==> src/hw/rtl/lru_keyed_cache_macros.svh <==
// ----------------------------------------------------------------------------
// lru_keyed_cache assertion macros
// Concurrent assertion wrappers, compiled out for synthesis.
// ----------------------------------------------------------------------------
`ifndef LRU_KEYED_CACHE_MACROS_SVH
`define LRU_KEYED_CACHE_MACROS_SVH

`ifndef SYNTHESIS
// same-cycle implication
`define LKC_ASSERT_IMPLY(label, clk, rst, ante, cons, msg) \
   label: assert property (@(posedge clk) disable iff (rst) (ante) |-> (cons)) \
      else $error(msg);
// next-cycle implication
`define LKC_ASSERT_NEXT(label, clk, rst, ante, cons, msg) \
   label: assert property (@(posedge clk) disable iff (rst) (ante) |=> (cons)) \
      else $error(msg);
`else
`define LKC_ASSERT_IMPLY(label, clk, rst, ante, cons, msg)
`define LKC_ASSERT_NEXT(label, clk, rst, ante, cons, msg)
`endif

`endif

==> src/hw/rtl/lkc_pkg.sv <==
`timescale 1ns / 1ps
// ----------------------------------------------------------------------------
// lkc_pkg
// Shared constants, types and controller/datapath interface structs.
// ----------------------------------------------------------------------------
package lkc_pkg;

   localparam int ENTRIES    = 128;
   localparam int KEY_BITS   = 32;
   localparam int IDX_BITS   = $clog2(ENTRIES);
   localparam int CNT_BITS   = IDX_BITS + 1;
   localparam int VALUE_BITS = 64;
   localparam int CAP_BITS   = 8;
   localparam int MODE_BITS  = 2;
   localparam int OUT_CNT_BITS = 8;

   typedef logic [IDX_BITS-1:0]     idx_type;
   typedef logic [CNT_BITS-1:0]     cnt_type;
   typedef logic [KEY_BITS-1:0]     key_type;
   typedef logic [VALUE_BITS-1:0]   value_type;
   typedef logic [CAP_BITS-1:0]     cap_type;
   typedef logic [MODE_BITS-1:0]    mode_type;
   typedef logic [OUT_CNT_BITS-1:0] out_cnt_type;

   localparam mode_type MODE_GET   = 2'd0;
   localparam mode_type MODE_QUERY = 2'd1;
   localparam mode_type MODE_CLEAR = 2'd2;

   localparam cap_type CAP_RESET = 8'd128;

   typedef struct packed {
      logic capture;
      logic scan_step;
      logic decide;
      logic update_step;
      logic commit;
      logic deliver;
   } cmd_type;

   typedef struct packed {
      logic pass_done;
      logic need_pass;
      logic out_free;
   } status_type;

endpackage

==> src/hw/rtl/lkc_ctrl.sv <==
`timescale 1ns / 1ps
// ----------------------------------------------------------------------------
// lkc_ctrl
// Sequencer: accept, tag scan, decide, rank update pass, commit, deliver.
// ----------------------------------------------------------------------------
module lkc_ctrl (
   input  logic                clock,
   input  logic                reset,
   input  logic                req_tvalid,
   output logic                req_tready,
   input  lkc_pkg::status_type status,
   output lkc_pkg::cmd_type    cmd
);

   typedef enum logic [5:0] {
      ST_IDLE   = 6'b000001,
      ST_SCAN   = 6'b000010,
      ST_DECIDE = 6'b000100,
      ST_UPDATE = 6'b001000,
      ST_COMMIT = 6'b010000,
      ST_DONE   = 6'b100000
   } state_type;

   state_type state_ff, state_in;

   always_comb begin
      state_in = state_ff;
      cmd      = '0;
      case (state_ff)
         ST_IDLE: begin
            cmd.capture = req_tvalid;
            if (req_tvalid) begin
               state_in = ST_SCAN;
            end
         end
         ST_SCAN: begin
            cmd.scan_step = 1'b1;
            if (status.pass_done) begin
               state_in = ST_DECIDE;
            end
         end
         ST_DECIDE: begin
            cmd.decide = 1'b1;
            state_in   = status.need_pass ? ST_UPDATE : ST_COMMIT;
         end
         ST_UPDATE: begin
            cmd.update_step = 1'b1;
            if (status.pass_done) begin
               state_in = ST_COMMIT;
            end
         end
         ST_COMMIT: begin
            cmd.commit = 1'b1;
            state_in   = ST_DONE;
         end
         ST_DONE: begin
            // hold until the output register can take the beat
            cmd.deliver = status.out_free;
            if (status.out_free) begin
               state_in = ST_IDLE;
            end
         end
         default: begin
            state_in = ST_IDLE;
         end
      endcase
   end

   always_ff @(posedge clock) begin
      if (reset) begin
         state_ff <= ST_IDLE;
      end else begin
         state_ff <= state_in;
      end
   end

   assign req_tready = (state_ff == ST_IDLE);

endmodule

==> config.mk <==
export PLATFORM = sky130hd
export DESIGN_NAME = lkc_ctrl
export DESIGN_NICKNAME = d
export VERILOG_FILES = /design/src/hw/rtl/lru_keyed_cache_macros.svh /design/src/hw/rtl/lkc_pkg.sv /design/src/hw/rtl/lkc_ctrl.sv
export SDC_FILE = /design/constraint.sdc
export NUM_CORES = 1
export LEC_CHECK = 0
export BUFFER_PORTS_ARGS = -buffer_cell sky130_fd_sc_hd__buf_4
export CORE_AREA = 8 8 45 47
export CTS_CLUSTER_SIZE = 14
export DETAILED_ROUTE_END_ITERATION = 8
export DIE_AREA = 0 0 53 55
export GPL_TIMING_DRIVEN = 0
export PLACE_DENSITY = 0.62
export SETUP_SLACK_MARGIN = 0.15
export SYNTH_ARGS = -nofsm -noshare
export SYNTH_HDL_FRONTEND = slang
export SYNTH_SLANG_ARGS = --single-unit
==> constraint.sdc <==
create_clock -name clock -period 1.75 [get_ports clock]
set_input_delay 0.2625 -clock clock [delete_from_list [all_inputs] [get_ports clock]]
set_output_delay 0.2625 -clock clock [all_outputs]
set_load 0.05 [all_outputs]
==> metrics.csv <==
stage;metric;value;unit
outcome;status;finished with violations;
outcome;violations;negative setup slack;
cts;cts_tree;done;
route;first_pass_iters;2;
cts;clock-sinks;6;
grt;track_usage;0.0733;
logic_synthesis;synth.net_count;54;
place;dpl_worst_slack;-0.000146;ns
final_layout;final_core_util;0.521;
grt;grt_overflow;0;
route;wirelength;1.15;mm
floorplanning;die_w;53;um
place;port_buffers;12;
final_layout;nNetsFinal;79;
power_and_ir_drop;p_switching;0.176;mW
worst_setup_path;critPathKind;flip-flop to output pin;
flow_run;maxCapViolCount;0;
power_and_ir_drop;clock_power_share;0.243;
cts;cts-root-buf;clkbuf_4;
timing;clock_skew;0.00231;ns
final_layout;fill_cells;136;
final_layout;largest_reg_flops;6;
worst_setup_path;critical_path_arrival;1.69;ns
logic_synthesis;yosysUniqueCellTypes;26;
timing;final.setup.tns;-1.04;ns
power_and_ir_drop;swShare;0.343;
logic_synthesis;avgSynthCellArea;8.58;sq um
worst_setup_path;critical_path.max_fanout;6;
power_and_ir_drop;vdd_ir_drop_max;381;uV
worst_setup_path;worst_path_max_delay_cell;or4_4;
timing;setup_slack;-0.206;ns
worst_setup_path;crit_required;1.49;ns
route;viasPerCell;4.99;
cts;clkLatencyLatePin;0.24;ns
grt;antenna_found_initial;0;
final_layout;syn_to_final_growth;75.1;%
route;drt_iter0_markers;2;
route;drtAntennaViolNets;0;
floorplanning;coreArea;1380;sq um
cts;cts_buffers;3;
power_and_ir_drop;p_int;0.336;mW
floorplanning;dieHeight;55;um
timing;maxSlewViolCount;0;
cts;clk_pin_slew;0.04;ns
cts;clk_path_buf_depth;2;
timing;period_share;1.12;
timing;finalCriticalPeriod;1.96;ns
logic_synthesis;ys_seq_elements;6;
route;drc;0;
logic_synthesis;netlist_area;412;sq um
route;vias;434;
final_layout;largest_register;state_ff;
floorplanning;initial_core_util;0.297;
place;gp_congestion;0.666;
cts;h-tree-depth;1;
power_and_ir_drop;p_leak;0.305;nW
timing;max_freq;0.511;GHz
timing;setup_viol;8;
floorplanning;die_area;2920;sq um
power_and_ir_drop;share_comb_of_total_power;0.473;
route;wl_per_cell;13.2;um
floorplanning;pin_count;13;
worst_setup_path;crit_chain;or4_4 -> buf_4 -> nor3b_4 -> buf_6;
final_layout;n_antenna_cell;0;
final_layout;reg_top3;state_ff (6);
final_layout;final_common_cell;buf_4;
timing;tightest_slew;0.406;ns
final_layout;final_layout_size_suffix_gt1_frac;0.620;
logic_synthesis;ys_warn_count;0;
grt;grt_pass1_wl;1.66;mm
power_and_ir_drop;seqPwrFrac;0.284;
logic_synthesis;ys_seq_area_frac;0.292;
worst_setup_path;crit_path_end_kind;output pin;
place;place_hpwl;781;um
hold_path;hp-class;primary input to flip-flop;
worst_setup_path;max_stage_delay;0.56;ns
timing;finalHoldViolCount;0;
floorplanning;fp-row-count;14;
worst_setup_path;crit_path_start_kind;flip-flop;
grt;grt_max_degree;11;
logic_synthesis;syn_inst;48;
timing;slew_headroom;0.727;
grt;first_global_vias;386;
power_and_ir_drop;powerDensity;710;nW/um^2
timing;rsz0062_at_grt;true;
-- metrics by stage --
step / cell area (sq um) / instances / total power [mW] / hold WS, ns
after floorplan: 437 / 48 / 0.292 / 0.324
after global placement: 547 / 76 / 0.335 / 0.473
after detailed placement: 547 / 76 / 0.336 / 0.475
after CTS: 621 / 82 / 0.479 / 0.227
after global routing: 721 / 87 / 0.539 / 0.244
final: 721 / 87 / 0.512 / 0.229
-- layout make-up --
cell class | count | area (sq um) | share of cell area
clock buffer | 3 | 22.5 | 0.0313
timing repair buffer | 20 | 180 | 0.250
tap | 16 | 20.0 | 0.0278
buffer | 2 | 18.8 | 0.0260
multi-input combinational | 37 | 334 | 0.464
sequential | 6 | 130 | 0.181
inverter | 3 | 15.0 | 0.0208
-- critical path, delay by kind of cell (launching register included) --
family / cells / cell delay, ns
buffers and inverters: 2 / 0.35
DFF: 1 / 0.35
and+or+nand+nor: 2 / 0.75
-- final timing paths --
check	start	to	slack, ns	cells past startpoint
setup / recovery	state_ff[4]$_SDFFE_PP0P_	cmd[4]	-0.21	4
hold / removal	reset	state_ff[3]$_SDFFE_PP0P_	0.23	2
setup reg to reg	state_ff[4]$_SDFFE_PP0P_	state_ff[0]$_SDFFE_PP1P_	-0.16	6
hold reg to reg	state_ff[5]$_SDFFE_PP0P_	state_ff[0]$_SDFFE_PP1P_	0.62	2
-- metal layers --
layer | up-vias | wire, um | track usage
met2 | 4 | 609 | 0.121
met1 | 204 | 509 | 0.0915
li1 | 226 | - | -
met4 | 0 | 0 | 0.0388
met3 | 0 | 32 | 0.00802
met5 | - | 0 | 0
-- timing repair --
| item | 4_1_cts | 5_1_grt |
|---|---|---|
| hold buffers | 0 | 0 |
| setup endpoints to repair | 7 | 11 |
| gates resized for setup | 7 | 19 |
| setup buffers | 3 | 5 |
| pin swaps | 5 | 5 |
-- cells in the mapped netlist (all sizes together) --
| cell | n | area [sq um] |
|---|---|---|
| nor2b | 2 | 12.5 |
| xor2 | 1 | 8.76 |
| o31ai | 2 | 15.0 |
| and2 | 2 | 12.5 |
| nor2 | 4 | 15.0 |
| and4b | 2 | 20.0 |
| xnor2 | 1 | 8.76 |
| or3 | 1 | 11.3 |
| inv | 3 | 11.3 |
| nor4b | 1 | 23.8 |
| and2b | 1 | 7.51 |
| nor3 | 3 | 15.0 |
| nand3 | 1 | 5.00 |
| o211ai | 2 | 20.0 |
| buf | 2 | 10.0 |
| or4 | 2 | 18.8 |
| dfxtp | 6 | 120 |
| and4 | 1 | 8.76 |
| nand2 | 1 | 3.75 |
| nor4 | 1 | 6.26 |
| a21oi | 3 | 15.0 |
| nor3b | 3 | 27.5 |
| o21ai | 3 | 15.0 |
-- power by group through the flow --
stage / combinational (mW) / clock, mW / sequential, mW
floorplan: 0.143 / 0 / 0.149
global placement: 0.185 / 0 / 0.149
detailed placement: 0.187 / 0 / 0.150
CTS: 0.204 / 0.129 / 0.146
global route: 0.259 / 0.134 / 0.146
finish: 0.242 / 0.124 / 0.146
-- cells by family (layout without fill, tap and decap cells) --
group	count (synthesis)	after routing	synth area share
flip-flops	6	6	0.292
XOR/XNOR	2	2	0.0426
buffers and inverters	5	28	0.0517
AND/OR/NAND/NOR	25	25	0.456
AO/OA/AOI/OAI	10	10	0.158
Note: power is estimated with default switching activity, not from simulation.
